===== src/rtl/gpr_pkg.sv =====
package gpr_pkg;

  localparam int PIN_COUNT_DEF = 16;

  localparam logic CMD_READ  = 1'b0;
  localparam logic CMD_WRITE = 1'b1;

  localparam logic [3:0] REG_MODE  = 4'd0;
  localparam logic [3:0] REG_OTYPE = 4'd1;
  localparam logic [3:0] REG_SPEED = 4'd2;
  localparam logic [3:0] REG_PULL  = 4'd3;
  localparam logic [3:0] REG_IDR   = 4'd4;
  localparam logic [3:0] REG_ODR   = 4'd5;
  localparam logic [3:0] REG_BSRR  = 4'd6;
  localparam logic [3:0] REG_LOCK  = 4'd7;
  localparam logic [3:0] REG_AFL   = 4'd8;
  localparam logic [3:0] REG_AFH   = 4'd9;

  typedef struct packed {
    logic        cmd;
    logic [3:0]  reg_index;
    logic [31:0] write_data;
    logic [15:0] pin_levels;
  } gpr_req_t;

  typedef struct packed {
    logic [31:0] read_data;
    logic [15:0] output_levels;
    logic        lock_active;
  } gpr_rsp_t;

  typedef struct packed {
    logic        key_set;
    logic [15:0] locked_pins;
    logic [15:0] candidate;
  } gpr_lock_t;

  // widen one bit per pin to a 2-bit field per pin
  function automatic logic [31:0] spread2(input logic [15:0] pins);
    logic [31:0] m;
    m = '0;
    for (int i = 0; i < 16; i++) begin
      m[2*i +: 2] = {2{pins[i]}};
    end
    return m;
  endfunction

  // widen one bit per pin to a 4-bit field per pin, eight pins
  function automatic logic [31:0] spread4(input logic [7:0] pins);
    logic [31:0] m;
    m = '0;
    for (int i = 0; i < 8; i++) begin
      m[4*i +: 4] = {4{pins[i]}};
    end
    return m;
  endfunction

endpackage


===== src/rtl/gpr_lock.sv =====
module gpr_lock (
  input  logic              clk,
  input  logic              rst_n,
  input  logic              wr_en,
  input  logic [31:0]       wr_data,
  output gpr_pkg::gpr_lock_t lock_st,
  output logic              key_set_nxt
);
  import gpr_pkg::*;

  localparam logic [1:0] STG_IDLE = 2'd0;
  localparam logic [1:0] STG_ONE  = 2'd1;
  localparam logic [1:0] STG_TWO  = 2'd2;

  logic [1:0]  stage_r, stage_nxt;
  logic        key_set_r;
  logic [15:0] locked_r, locked_nxt;
  logic [15:0] cand_r, cand_nxt;
  logic        key;
  logic [15:0] mask;
  logic        same;

  assign key  = wr_data[16];
  assign mask = wr_data[15:0];
  assign same = (mask == cand_r);

  always_comb begin
    stage_nxt   = stage_r;
    key_set_nxt = key_set_r;
    locked_nxt  = locked_r;
    cand_nxt    = cand_r;
    if (wr_en && !key_set_r) begin
      cand_nxt = mask;
      unique case (stage_r)
        STG_ONE: begin
          if (!key && same) stage_nxt = STG_TWO;
          else              stage_nxt = key ? STG_ONE : STG_IDLE;
        end
        STG_TWO: begin
          if (key && same) begin
            stage_nxt   = STG_IDLE;
            key_set_nxt = 1'b1;
            locked_nxt  = mask;
          end else begin
            stage_nxt = key ? STG_ONE : STG_IDLE;
          end
        end
        default: stage_nxt = key ? STG_ONE : STG_IDLE;
      endcase
    end
  end

  always_ff @(posedge clk) begin
    if (!rst_n) begin
      stage_r   <= STG_IDLE;
      key_set_r <= 1'b0;
      locked_r  <= '0;
      cand_r    <= '0;
    end else begin
      stage_r   <= stage_nxt;
      key_set_r <= key_set_nxt;
      locked_r  <= locked_nxt;
      cand_r    <= cand_nxt;
    end
  end

  assign lock_st.key_set     = key_set_r;
  assign lock_st.locked_pins = locked_r;
  assign lock_st.candidate   = cand_r;

endmodule


===== src/rtl/gpr_regs.sv =====
module gpr_regs #(
  parameter int PIN_COUNT = gpr_pkg::PIN_COUNT_DEF
) (
  input  logic               clk,
  input  logic               rst_n,
  input  logic               advance,
  input  gpr_pkg::gpr_req_t  req,
  input  gpr_pkg::gpr_lock_t lock_st,
  output logic [31:0]        read_data,
  output logic [15:0]        out_data_nxt
);
  import gpr_pkg::*;

  localparam logic [16:0] PresentWide = (17'd1 << PIN_COUNT) - 17'd1;
  localparam logic [15:0] PRESENT     = PresentWide[15:0];

  logic [31:0] mode_r, speed_r, pull_r, afl_r, afh_r;
  logic [15:0] otype_r, out_data_r;
  logic [15:0] may;
  logic [31:0] m2, m4l, m4h;
  logic [15:0] set_b, clr_b;
  logic        wr;

  assign wr    = advance && (req.cmd == CMD_WRITE);
  assign may   = PRESENT & ~(lock_st.key_set ? lock_st.locked_pins : 16'h0000);
  assign m2    = spread2(may);
  assign m4l   = spread4(may[7:0]);
  assign m4h   = spread4(may[15:8]);
  assign set_b = req.write_data[15:0] & PRESENT;
  assign clr_b = req.write_data[31:16] & PRESENT;

  always_comb begin
    out_data_nxt = out_data_r;
    if (wr && req.reg_index == REG_ODR) begin
      out_data_nxt = req.write_data[15:0] & PRESENT;
    end else if (wr && req.reg_index == REG_BSRR) begin
      // set wins over clear
      out_data_nxt = (out_data_r & ~clr_b) | set_b;
    end
  end

  always_ff @(posedge clk) begin
    if (!rst_n) begin
      mode_r     <= '0;
      otype_r    <= '0;
      speed_r    <= '0;
      pull_r     <= '0;
      afl_r      <= '0;
      afh_r      <= '0;
      out_data_r <= '0;
    end else begin
      out_data_r <= out_data_nxt;
      if (wr) begin
        unique case (req.reg_index)
          REG_MODE:  mode_r  <= (mode_r & ~m2) | (req.write_data & m2);
          REG_OTYPE: otype_r <= (otype_r & ~may) | (req.write_data[15:0] & may);
          REG_SPEED: speed_r <= (speed_r & ~m2) | (req.write_data & m2);
          REG_PULL:  pull_r  <= (pull_r & ~m2) | (req.write_data & m2);
          REG_AFL:   afl_r   <= (afl_r & ~m4l) | (req.write_data & m4l);
          REG_AFH:   afh_r   <= (afh_r & ~m4h) | (req.write_data & m4h);
          default: ;
        endcase
      end
    end
  end

  always_comb begin
    read_data = '0;
    if (req.cmd == CMD_READ) begin
      unique case (req.reg_index)
        REG_MODE:  read_data = mode_r;
        REG_OTYPE: read_data = {16'h0000, otype_r};
        REG_SPEED: read_data = speed_r;
        REG_PULL:  read_data = pull_r;
        REG_IDR:   read_data = {16'h0000, req.pin_levels & PRESENT};
        REG_ODR:   read_data = {16'h0000, out_data_r};
        REG_LOCK:  read_data = {15'h0000, lock_st.key_set, lock_st.candidate};
        REG_AFL:   read_data = afl_r;
        REG_AFH:   read_data = afh_r;
        default:   read_data = '0;
      endcase
    end
  end

endmodule


===== src/rtl/gpio_port_registers_unit.sv =====
// GPIO port register block, sixteen pins.
// Requests enter on the in_ channel (in_valid, in_stall, in_data) as one
// bus access each: a read or write to mode, output type, speed, pull, input
// data, output data, set/reset, lock or the two alternate-function
// registers, together with the pin levels sampled for that access.
// Every request gives exactly one response on the out_ channel (out_valid,
// out_stall, out_data): read data (zero on writes), the output data that
// drives the pins after the access, and the lock flag after the access.
// A request sits in an input register, where the register file is read
// and updated, and its response is captured in an output register; one
// request per cycle is sustained while out_stall is low. The only loop is
// the register state read and written as a request advances out of the
// input register.
// When out_stall holds a response, one more request waits in the input
// register and in_stall rises until the response is taken.
// Reset clears every port register, the lock and the key sequence; no response
// is pending after reset.
module gpio_port_registers_unit #(
  parameter int PIN_COUNT = gpr_pkg::PIN_COUNT_DEF
) (
  input  logic              clk,
  input  logic              rst_n,
  input  logic              in_valid,
  output logic              in_stall,
  input  gpr_pkg::gpr_req_t in_data,
  output logic              out_valid,
  input  logic              out_stall,
  output gpr_pkg::gpr_rsp_t out_data
);
  import gpr_pkg::*;

  gpr_req_t    req_r;
  logic        req_valid_r;
  gpr_rsp_t    rsp_r;
  logic        out_valid_r;
  logic        advance;
  logic        accept;
  logic        lock_wr;
  gpr_lock_t   lock_st;
  logic        key_set_nxt;
  logic [31:0] read_data;
  logic [15:0] out_data_nxt;

  assign advance  = req_valid_r && (!out_valid_r || !out_stall);
  assign in_stall = req_valid_r && !advance;
  assign accept   = in_valid && !in_stall;
  assign lock_wr  = advance && (req_r.cmd == CMD_WRITE) && (req_r.reg_index == REG_LOCK);

  gpr_lock u_lock (
    .clk         (clk),
    .rst_n       (rst_n),
    .wr_en       (lock_wr),
    .wr_data     (req_r.write_data),
    .lock_st     (lock_st),
    .key_set_nxt (key_set_nxt)
  );

  gpr_regs #(
    .PIN_COUNT (PIN_COUNT)
  ) u_regs (
    .clk          (clk),
    .rst_n        (rst_n),
    .advance      (advance),
    .req          (req_r),
    .lock_st      (lock_st),
    .read_data    (read_data),
    .out_data_nxt (out_data_nxt)
  );

  always_ff @(posedge clk) begin
    if (!rst_n) begin
      req_valid_r <= 1'b0;
      out_valid_r <= 1'b0;
    end else begin
      if (accept)       req_valid_r <= 1'b1;
      else if (advance) req_valid_r <= 1'b0;
      if (advance)         out_valid_r <= 1'b1;
      else if (!out_stall) out_valid_r <= 1'b0;
    end
  end

  always_ff @(posedge clk) begin
    if (accept) req_r <= in_data;
    if (advance) begin
      rsp_r.read_data     <= read_data;
      rsp_r.output_levels <= out_data_nxt;
      rsp_r.lock_active   <= key_set_nxt;
    end
  end

  assign out_valid = out_valid_r;
  assign out_data  = rsp_r;

endmodule

===== config.mk =====
export PLATFORM = sky130hd
export DESIGN_NAME = gpio_port_registers_unit
export DESIGN_NICKNAME = d
export VERILOG_FILES = /design/src/rtl/gpr_pkg.sv /design/src/rtl/gpr_lock.sv /design/src/rtl/gpr_regs.sv /design/src/rtl/gpio_port_registers_unit.sv
export SDC_FILE = /design/constraint.sdc
export NUM_CORES = 1
export LEC_CHECK = 0
export BUFFER_PORTS_ARGS = -buffer_cell sky130_fd_sc_hd__buf_2
export CORE_ASPECT_RATIO = 2
export CORE_MARGIN = 4
export CORE_UTILIZATION = 54
export DETAILED_ROUTE_END_ITERATION = 10
export GPL_TIMING_DRIVEN = 0
export HOLD_SLACK_MARGIN = 0.05
export PLACE_DENSITY = 0.76
export SYNTH_ARGS = -nofsm -noshare
export SYNTH_HDL_FRONTEND = slang
export SYNTH_SLANG_ARGS = --single-unit

===== constraint.sdc =====
create_clock -name clk -period 3.3 [get_ports clk]
set_input_delay 0.165 -clock clk [delete_from_list [all_inputs] [get_ports clk]]
set_output_delay 0.165 -clock clk [all_outputs]
set_load 0.02 [all_outputs]

Word-level counts from Yosys, hierarchy flattened

Index checks and enable logic that the tools add are counted.

Equality and inequality tests: 13
Multiplexer cells: 15
Bitwise operators: 24
Reductions and logical operators: 26

Operators by type and width:

| cell                                                   | count |
|---|---|
| one-hot mux 32 bit (9 select lines)                    | 1 |
| AND 32 bit                                             | 8 |
| OR 32 bit                                              | 5 |
| inverter 32 bit                                        | 3 |
| AND 16 bit                                             | 3 |
| 2-to-1 mux 16 bit                                      | 3 |
| inverter 16 bit                                        | 3 |
| OR 16 bit                                              | 2 |
| == test 16 bit                                         | 1 |
| == test 4 x 3 -> 1 bit (second input constant)         | 4 |
| AND reduction 2 bit                                    | 6 |
| logical AND 1 bit                                      | 10 |
| == test 4 x 2 -> 1 bit (second input constant)         | 2 |
| == test 4 bit (second input constant)                  | 2 |
| 2-to-1 mux 1 bit                                       | 8 |
| logical NOT 1 bit                                      | 6 |
| == test 4 x 1 -> 1 bit (second input constant)         | 1 |
| logical NOT 4 bit                                      | 1 |
| 2-to-1 mux 2 bit                                       | 2 |
| one-hot mux 2 bit (2 select lines)                     | 1 |
| AND reduction 3 bit                                    | 1 |
| == test 2 x 1 -> 1 bit (second input constant)         | 1 |
| == test 2 bit (second input constant)                  | 1 |
| inequality test 2 x 1 -> 1 bit (second input constant) | 1 |
| other kinds (2)                                        | 2 |

Bits in registers: 331
Input port bits: 57
Output and inout bits: 51
Logic and storage cells: 98

Logic depth before layout (Yosys ltp)

Gate-level depths: netlist of run 1.

Depth after elaboration: 8
Depth in mapped cells: 10
Gate-level depth less buffers: 5

By module

From an unflattened synthesis of run 1, not the netlist that was laid out.

Cell total of the unflattened synthesis: 1350
Area, all modules: 14724.1 um2

Modules (own cells, without submodules):

| module                   | instances | cells an instance | area each (um2) | seq. area each (um2) |
|---|---|---|---|---|
| gpr_regs                 | 1         | 1057              | 9965.8          | 3843.7 |
| gpio_port_registers_unit | 1         | 112               | 3174.3          | 3103.0 |
| gpr_lock                 | 1         | 181               | 1584.0          | 700.7 |

Worst setup path before layout of run 1

No wires, ideal clock.

Path type: reg-to-reg
Start: register out_valid_r, in the netlist out_valid
End: register req_r[0] (netlist bit) (enable)
Setup time: 0.469 ns
Data arrival time: 3.023 ns
Data required time: 2.831 ns
Path slack: -0.192 ns
Cell stages (with the launch flop): 3
Buffers on the path: 0
Period minus slack after synthesis: 3.492 ns
Cell sequence: dfxtp_1 > and3_1 > nor2b_1

Word-level cells in the longest chain between the ends: 7

Ends and longest elaborated chain:

| item                     | line                           | RTL |
|---|---|---|
| start: declaration       | gpio_port_registers_unit.sv:35 | `logic out_valid_r;` |
| start signal: assignment | gpio_port_registers_unit.sv:73 | `out_valid_r <= 1'b0;` |
| start signal: assignment | gpio_port_registers_unit.sv:77 | `if (advance) out_valid_r <= 1'b1;` |
| start signal: assignment | gpio_port_registers_unit.sv:78 | `else if (!out_stall) out_valid_r <= 1'b0;` |
| logical NOT 1 bit        | gpio_port_registers_unit.sv:44 | `assign advance = req_valid_r && (!out_valid_r \|\| !out_stall);` |
| logical OR 1 bit         | gpio_port_registers_unit.sv:44 |  |
| logical AND 1 bit        | gpio_port_registers_unit.sv:44 |  |
| logical NOT 1 bit        | gpio_port_registers_unit.sv:45 | `assign in_stall = req_valid_r && !advance;` |
| logical AND 1 bit        | gpio_port_registers_unit.sv:45 |  |
| net in_stall             | gpio_port_registers_unit.sv:24 | `output logic in_stall,` |
| logical NOT 1 bit        | gpio_port_registers_unit.sv:46 | `assign accept = in_valid && !in_stall;` |
| logical AND 1 bit        | gpio_port_registers_unit.sv:46 |  |
| net accept               | gpio_port_registers_unit.sv:37 | `logic accept;` |
| end signal: assignment   | gpio_port_registers_unit.sv:83 | `if (accept) req_r <= in_data;` |
| end: declaration         | gpio_port_registers_unit.sv:32 | `gpr_req_t req_r;` |

The timed path passes the listed nets, and every way through them passes these cells.
A chain may end at the register's enable or synchronous reset.

Final worst setup path of run 1

Start: register req_valid_r
End: register u_regs.out_data_r[4]

Word-level cells in the longest chain between the ends: 5
Elaborated cells on any way between the ends: 6
Those cells by class: 2 x mux; 4 x reduce/logical

Ends and longest elaborated chain:

| item                     | line                           | RTL |
|---|---|---|
| start: declaration       | gpio_port_registers_unit.sv:33 | `logic req_valid_r;` |
| start signal: assignment | gpio_port_registers_unit.sv:72 | `req_valid_r <= 1'b0;` |
| start signal: assignment | gpio_port_registers_unit.sv:75 | `if (accept) req_valid_r <= 1'b1;` |
| start signal: assignment | gpio_port_registers_unit.sv:76 | `else if (advance) req_valid_r <= 1'b0;` |
| logical AND 1 bit (*)    | gpio_port_registers_unit.sv:44 |  |
| net advance              | gpio_port_registers_unit.sv:36 | `logic advance;` |
| logical AND 1 bit (*)    | gpr_regs.sv:24                 | `assign wr = advance && (req.cmd == CMD_WRITE);` |
| logical AND 1 bit        | gpr_regs.sv:36                 | `end else if (wr && req.reg_index == REG_BSRR) begin` |
| 2-to-1 mux 16 bit        | gpr_regs.sv:36                 |  |
| 2-to-1 mux 16 bit (*)    | gpr_regs.sv:34                 | `if (wr && req.reg_index == REG_ODR) begin` |
| net out_data_nxt[4]      | gpio_port_registers_unit.sv:42 | `logic [15:0] out_data_nxt;` |
| end signal: assignment   | gpr_regs.sv:52                 | `out_data_r <= out_data_nxt;` |
| end: declaration         | gpr_regs.sv:18                 | `logic [15:0] otype_r, out_data_r;` |

The timed path passes the listed nets; every way through them passes the cells marked *.

==> qor.txt, run 1 <==
Status: finished clean
Final core occ: 64.73%
First-pass GRT wire length: 78610 um
Via count of the first global-routing pass: 12960
Die footprint: 0.02898 sq mm
Area contributors post-synth: dfxtp_1, edfxtp_1, nand2_1, a21boi_0, nand3_1
Diodes inserted: 0
Htree depth: 1
Worst r2r src: req_valid_r$_SDFFE_PN0P_
GP Congestion: 1.039
Asr flop ratio synth: 0%
Drt pass-1 iters: 6
Synth Instances: 1481
Post-Syn Nets: 1540
Cell Area, Synth: 0.01413 sq mm
R2R depth: 8
Adder-Cell Fraction of Synth Area: 0.1771%
Crit-path max FO: 58
CP max stage cell: buf_4
Max_slew headroom: 27.33%
Initial antenna violation count: 0
Clock Path Buffers: 3
M3 GR Usage: 7.624%
Largest net degree at the start of global routing: 59
GRT Residual Overflow: 0
Final Cycle Share: 91.54%
Synth Area per Inst: 9.543 sq um
TritonCTS Buffers: 29
Max-cap violations: 0
Synth top area share: 32.44%
Die Wd: 122.4 um
Post-DP HPWL: 38330 um
Final hold vios: 0
Post-CTS setup buffer count: 0
Pwr Total: 0.008501 W
CP Data Required Time: 3.78 ns
CP bufs+invs: 3
Drt drc: 0
Clock latency on the worst-skew pair: 0.58 ns
Max Fclk: 331.0 MHz
Io pins: 108
Worst path cell trace: a21boi_1 -> buf_4 -> and3_1 -> buf_2 -> clkbuf_1 -> a21oi_1 -> a22o_1 -> and2_1
DR vias: 12890
Root buf cell: clkbuf_16
CP Data Arrival Time: 3.50 ns
Pleak: 5.578 nW
I/O Buffers: 106
Share of cells above drive strength 1: 11.73%
Routed WL: 53670 um
Compound-cell area share of the yosys netlist: 18.17%
Xor-xnor portion of the synthesized cell area: 0.9915%
Post-synth top cells: nand2_1, dfxtp_1, nand3_1, a21boi_0, edfxtp_1
First DRT Iteration DRCs: 1378
Clock sink count: 331
Netlist cell types: 51
HP Class: in -> reg
Combinational family with the most area after synthesis: simple AND/OR/NAND/NOR gates
Main flop type after synthesis: dfxtp_1
Hold_ws: 0.2928 ns
Ys Warns: 0
Final setup fails: 0
Routed Antenna Nets: 0
Die H: 236.8 um
Area delta synth->final: 17.94%
Crit. Startpoint: req_valid_r$_SDFFE_PN0P_
Sequential share of the synthesized area: 54.11%
DR vias/cell: 6.328
Nets: 1733
CP endpoint: u_regs.out_data_r[4]$_SDFF_PN0_
Worst-Margin Slew: 1.090 ns
Grt met2 use: 62.02%
Met1 track demand over resource: 37.60%
Crit path max-delay family: buffers and inverters
Mux share of post-synthesis cell area: 3.072%
#FFs+latches synth: 331
Setup TNS: 0 ns
Initial Utilization: 54.88%
Global routing's busiest layer: met2
Cell depth of the worst setup path: 8
RSZ-0062 raised after global routing: no
Post-Synth Simple-Gate Area: 19.30%
RR Endpoint: u_regs.out_data_r[4]$_SDFF_PN0_
Top-count cell post-synth: nand2_1
Period minus WS final: 3.021 ns
Setup crit start kind: flop
Worst-path clk slew: 0.07 ns
CTS tree: yes
CP peak stage delay: 0.71 ns
PD cells: 509.9 mW/mm^2
Post-synth top area cell: dfxtp_1
Critical path class: reg -> reg
CORE AREA: 0.02575 sq mm
Number of synthesized flops with an enable pin: 102
WL per Instance: 26.35 um
Critical path capture point type: flop
Final Skew: 0.01249 ns
Max rail drop VDD: 0.0004745 V
FF-to-FF setup slack: 0.28 ns
Slew Limit Fails: 0
GRT Total Usage: 36.86%
FP Rows: 83
## cell families (layout without fill, tap and decap cells)
group / after synthesis / count (layout)
AOI/OAI and AO/OA: 348 / 348
xor gates and xnor gates: 16 / 16
adders and majority gates: 2 / 2
buffers and inverters: 137 / 353
DFF: 331 / 331
muxes: 42 / 42
and+or+nand+nor: 605 / 605
## metrics by stage
step | std cells | area (sq um) | setup slack [ns]
floorplan | 1481 | 14140 | 0.8145
finish | 2037 | 16670 | 0.2792
global placement | 1927 | 15090 | -0.009772
detailed placement | 1928 | 15120 | -0.1093
global route | 2037 | 16670 | 0.1637
CTS | 2037 | 16660 | 0.2050
## area by class of cell
class	instances	area, sq um
inverter	3	11.26
tap	340	425.4
fill	2234	9085
clock buffer	42	824.5
clock inverter	12	167.7
timing repair buffer	162	1101
sequential	331	7647
buffer	134	584.3
multi-input combinational	1013	5908
## routing by layer
layer	vias up	share of wire [%]	routed length [um]
li1	5635	-	-
met1	6119	32	17110
met2	806	49	26370
met3	330	7.7	4154
met4	0	11	6029
met5	-	0	0
## how the worst min path moves through the flow
stage / to / slack, ns / cells past startpoint / start
final: req_r[3]$_DFFE_PP_ / 0.29 / 2 / in_data[3]
after CTS: req_r[6]$_DFFE_PP_ / 0.28 / 2 / in_data[6]
after global routing: req_r[37]$_DFFE_PP_ / 0.30 / 2 / in_data[37]
after global placement: req_r[12]$_DFFE_PP_ / 0.34 / 1 / in_data[12]
after floorplan: req_r[0]$_DFFE_PP_ / 0.26 / 0 / in_data[0]
after detailed placement: req_r[52]$_DFFE_PP_ / 0.34 / 1 / in_data[52]
## placed cells by master (no fill, tap or decap), types with 4 or more instances in the layout
master and n:
nor2b_1 25, a31oi_1 28, dfxtp_1 229, a222oi_1 8, nand2_1 354, a22oi_1 53, buf_4 5, buf_2 136
nor2_1 8, a21oi_1 22, a21boi_0 130, and3_1 9, buf_1 4, dlygate4sd3_1 55, bufinv_16 4, nand4_1 4
clkbuf_1 100, and2_1 18, clkinv_2 6, nand3_1 162, o21ai_0 13, clkbuf_16 29, a221oi_1 9, a21boi_1 47
mux2i_1 40, xnor2_1 16, a22o_1 28, edfxtp_1 102, clkbuf_8 5
## repair_timing
item / in CTS / in global routing
setup endpoints to repair: 20 / 1
hold buffers: 55 / 0
resized for setup: 1 / 2
endpoints found under the hold margin: 55 / 0
## report_power, final
part | leakage, nW | switching [W] | internal (W)
Combinational | 2.26 | 0.000351 | 0.000183
Sequential | 2.82 | 0.0000513 | 0.00427
Clock | 0.492 | 0.00159 | 0.00205
Power figures use the tool's default switching activity.
==> run 2, diff against run 1 <==
- CORE_UTILIZATION: 54 -> 50
- PLACE_DENSITY: 0.76 -> 0.71
- SYNTH_HIERARCHICAL: default -> 1
==> run 2 against run 1 <==
  * Register-to-register slack gained 0.11 ns
  * Utilization shrank 4.7 points
  * Fmax grew 3.8%
  * Via count shrank 9.2%
  * Sequential cell count is the same
  * Non-clock buffer count shrank 37
  * Worst setup slack gained 0.11 ns
  * Clock-buffer cell count grew 2
  * Wire length shrank 2.3%
  * Synthesized area grew 4.2%
  * Largest power group unchanged
==> qor.txt, run 2 <==
Drt pass-1 iters: 8 (+2)
Post-Syn Nets: 1409 (-8.5%)
Initial antenna violation count: 1 (+1)
Final hold vios: 0 (unchanged)
Routed Antenna Nets: 0 (unchanged)
Final Skew: 0.02081 ns (+0.008321 ns)
WL per Instance: 27.18 um (+3.2%)
Dpl cells: 1818 (-5.7%)
Post-synth top cells: dfxtp_1, mux2i_1, nor2b_1, nand2_1, edfxtp_1
Max_slew headroom: 10.16% (-17 points)
CP bufs+invs: 2 (-1)
FF-to-FF setup slack: 0.39 ns (+0.11 ns)
Slew Limit Fails: 0 (unchanged)
FP Rows: 88 (+6.0%)
First-pass GRT wire length: 75960 um (-3.4%)
Adder-Cell Fraction of Synth Area: 0.1700% (-0.0071 points)
CORE AREA: 0.02896 sq mm (+12%)
Setup TNS: 0 ns (unchanged)
GRT Total Usage: 32.07% (-4.8 points)
Routed WL: 52430 um (-2.3%)
Clock latency on the worst-skew pair: 0.58 ns (about the same)
Share of cells above drive strength 1: 16.70% (+5.0 points)
Post-DP HPWL: 39120 um (+2.1%)
Synth top area share: 31.14% (-1.3 points)
Post-synth top area cell: dfxtp_1
Die footprint: 0.03242 sq mm (+12%)
Largest net degree at the start of global routing: 54 (-8.5%)
Status: finished clean
Ys Warns: 6 (+6)
Asr flop ratio synth: 0% (unchanged)
Die Wd: 129.3 um (+5.7%)
Max-cap violations: 0 (unchanged)
Mux share of post-synthesis cell area: 13.96% (+11 points)
Worst path cell trace: xnor2_1 -> nand4_1 -> nor4_2 -> and2b_1 -> buf_6 -> buf_8 -> mux2i_1
TritonCTS Buffers: 30 (+3.4%)
CP Data Arrival Time: 3.42 ns (-0.08 ns)
CTS tree: yes
Htree depth: 1 (unchanged)
Xor-xnor portion of the synthesized cell area: 0.9517% (-0.040 points)
Final Instance Count excl. Fillers: 1929 (-5.3%)
Crit-path max FO: 10 (-83%)
RSZ-0062 raised after global routing: no
Clock sink count: 331 (unchanged)
Compound-cell area share of the yosys netlist: 11.10% (-7.1 points)
Drt drc: 0 (unchanged)
Critical path capture point type: flop
Pleak: 7.125 nW (+28%)
Post-Synth Simple-Gate Area: 18.45% (-0.85 points)
Max Fclk: 343.6 MHz (+3.8%)
Nets: 1606 (-7.3%)
Main flop type after synthesis: dfxtp_1
First DRT Iteration DRCs: 866 (-37%)
Max rail drop VDD: 0.0004092 V (-14%)
Initial Utilization: 50.85% (-4.0 points)
Combinational family with the most area after synthesis: simple AND/OR/NAND/NOR gates
I/O Buffers: 107 (+0.94%)
HP Class: in -> reg
Setup crit start kind: flop
Area contributors post-synth: dfxtp_1, edfxtp_1, mux2i_1, nor2b_1, nand3_1
Sequential cell area: 0.007647 sq mm (unchanged)
Most common cell after layout, fill and taps aside: dfxtp_1
Area delta synth->final: 18.02% (about the same)
Clock Path Buffers: 3 (unchanged)
CP max stage cell: nor4_2
Sequential share of the synthesized area: 51.94% (-2.2 points)
Number of synthesized flops with an enable pin: 102 (unchanged)
Worst-path clk slew: 0.07 ns (about the same)
Final Cycle Share: 88.19% (-3.3 points)
Fill cell count: 2534 (+13%)
Critical path class: reg -> reg
Worst-Margin Slew: 1.345 ns (+0.2547 ns)
Die H: 250.7 um (+5.9%)
Diodes inserted: 0 (unchanged)
Root buf cell: clkbuf_16
DR vias: 11710 (-9.2%)
Hold_ws: 0.2461 ns (-0.04674 ns)
Crit path max-delay family: simple AND/OR/NAND/NOR gates
DR vias/cell: 6.068 (-4.1%)
Most frequent cells in the layout: dfxtp_1, mux2i_1, nor2b_1
Synth Instances: 1350 (-8.8%)
CP Data Required Time: 3.81 ns (+0.03 ns)
#FFs+latches synth: 331 (unchanged)
Cell Area, Synth: 0.01472 sq mm (+4.2%)
GP Congestion: 0.9664 (-7.0%)
Via count of the first global-routing pass: 12100 (-6.7%)
Multi-input gate area: 0.006580 sq mm (+11%)
Synth Area per Inst: 10.91 sq um (+14%)
Io pins: 108 (unchanged)
Final setup fails: 0 (unchanged)
Netlist cell types: 67 (+31%)
Top-count cell post-synth: dfxtp_1
PD cells: 501.3 mW/mm^2 (-1.7%)
Period minus WS final: 2.910 ns (-0.1104 ns)
GRT Residual Overflow: 0 (unchanged)
Post-CTS setup buffer count: 0 (unchanged)
CP peak stage delay: 0.69 ns (-0.02 ns)
run 2: timing repair:
item | in CTS | in global routing
endpoints found under the hold margin | 55 | 0
setup endpoints to repair | 0 | 10
gates resized for setup | 0 | 1
hold buffers | 57 | 0
run 2: worst paths after layout:
path	endpoint	from	cells after the start
worst max-delay path	u_lock/locked_r[15]$_SDFFE_PN0P_	req_r[30]$_DFFE_PP_	7
worst min-delay path	req_r[51]$_DFFE_PP_	out_stall	3
worst max register to register	u_lock/locked_r[15]$_SDFFE_PN0P_	req_r[30]$_DFFE_PP_	7
worst min register to register	u_lock/locked_r[0]$_SDFFE_PN0P_	u_lock/locked_r[0]$_SDFFE_PN0P_	2
run 2: final cells by class:
cell class                 count  area share (%)
multi-input combinational    921           37.86
clock buffer                  44           5.645
sequential                   331           44.01
clock inverter                10          0.5040
timing repair buffer         165           6.480
buffer                        94           2.822
tap                          360           2.592
inverter                       4         0.08640
run 2: kinds of logic after synthesis:
| family | after synthesis |
|---|---|
| fa+ha+maj | 2 |
| flops | 331 |
| simple gates | 476 |
| buf+inv | 98 |
| mux | 205 |
| xor+xnor | 16 |
| compound gates | 222 |
run 2: worst min-delay path: stages:
cell and delay, ns:
buf_2 0.09, and3_4 0.21, nor2b_4 0.15
run 2: through the flow:
step / worst slack [ns] / util [%] / power (W) / instance area (sq um)
2_1_floorplan: 0.7600 / - / 0.004727 / 14730
3_3_place_gp: 0.06409 / 54.26 / 0.005004 / 15710
3_5_place_dp: 0.1565 / 54.35 / 0.005013 / 15740
4_1_cts: 0.1260 / 60.01 / 0.008728 / 17380
5_1_grt: 0.2773 / 60.01 / 0.008935 / 17380
6_report: 0.3897 / 60.01 / 0.008712 / 17380
run 2: per-layer routing:
| layer | part of all wire, % | track usage [%] |
|---|---|---|
| met1 | 33 | 31.39 |
| met2 | 52 | 56.87 |
| met3 | 5.3 | 5.058 |
| met4 | 10 | 27.43 |
| met5 | 0 | 0 |
run 2: report_power, final:
part	internal [W]	total, W	switching [W]	leakage (nW)
registers	0.00428	0.00439	0.000116	2.81
clock network	0.00214	0.00373	0.00159	0.530
logic	0.000220	0.000595	0.000375	3.79
total	0.00663	0.00871	0.00208	7.13
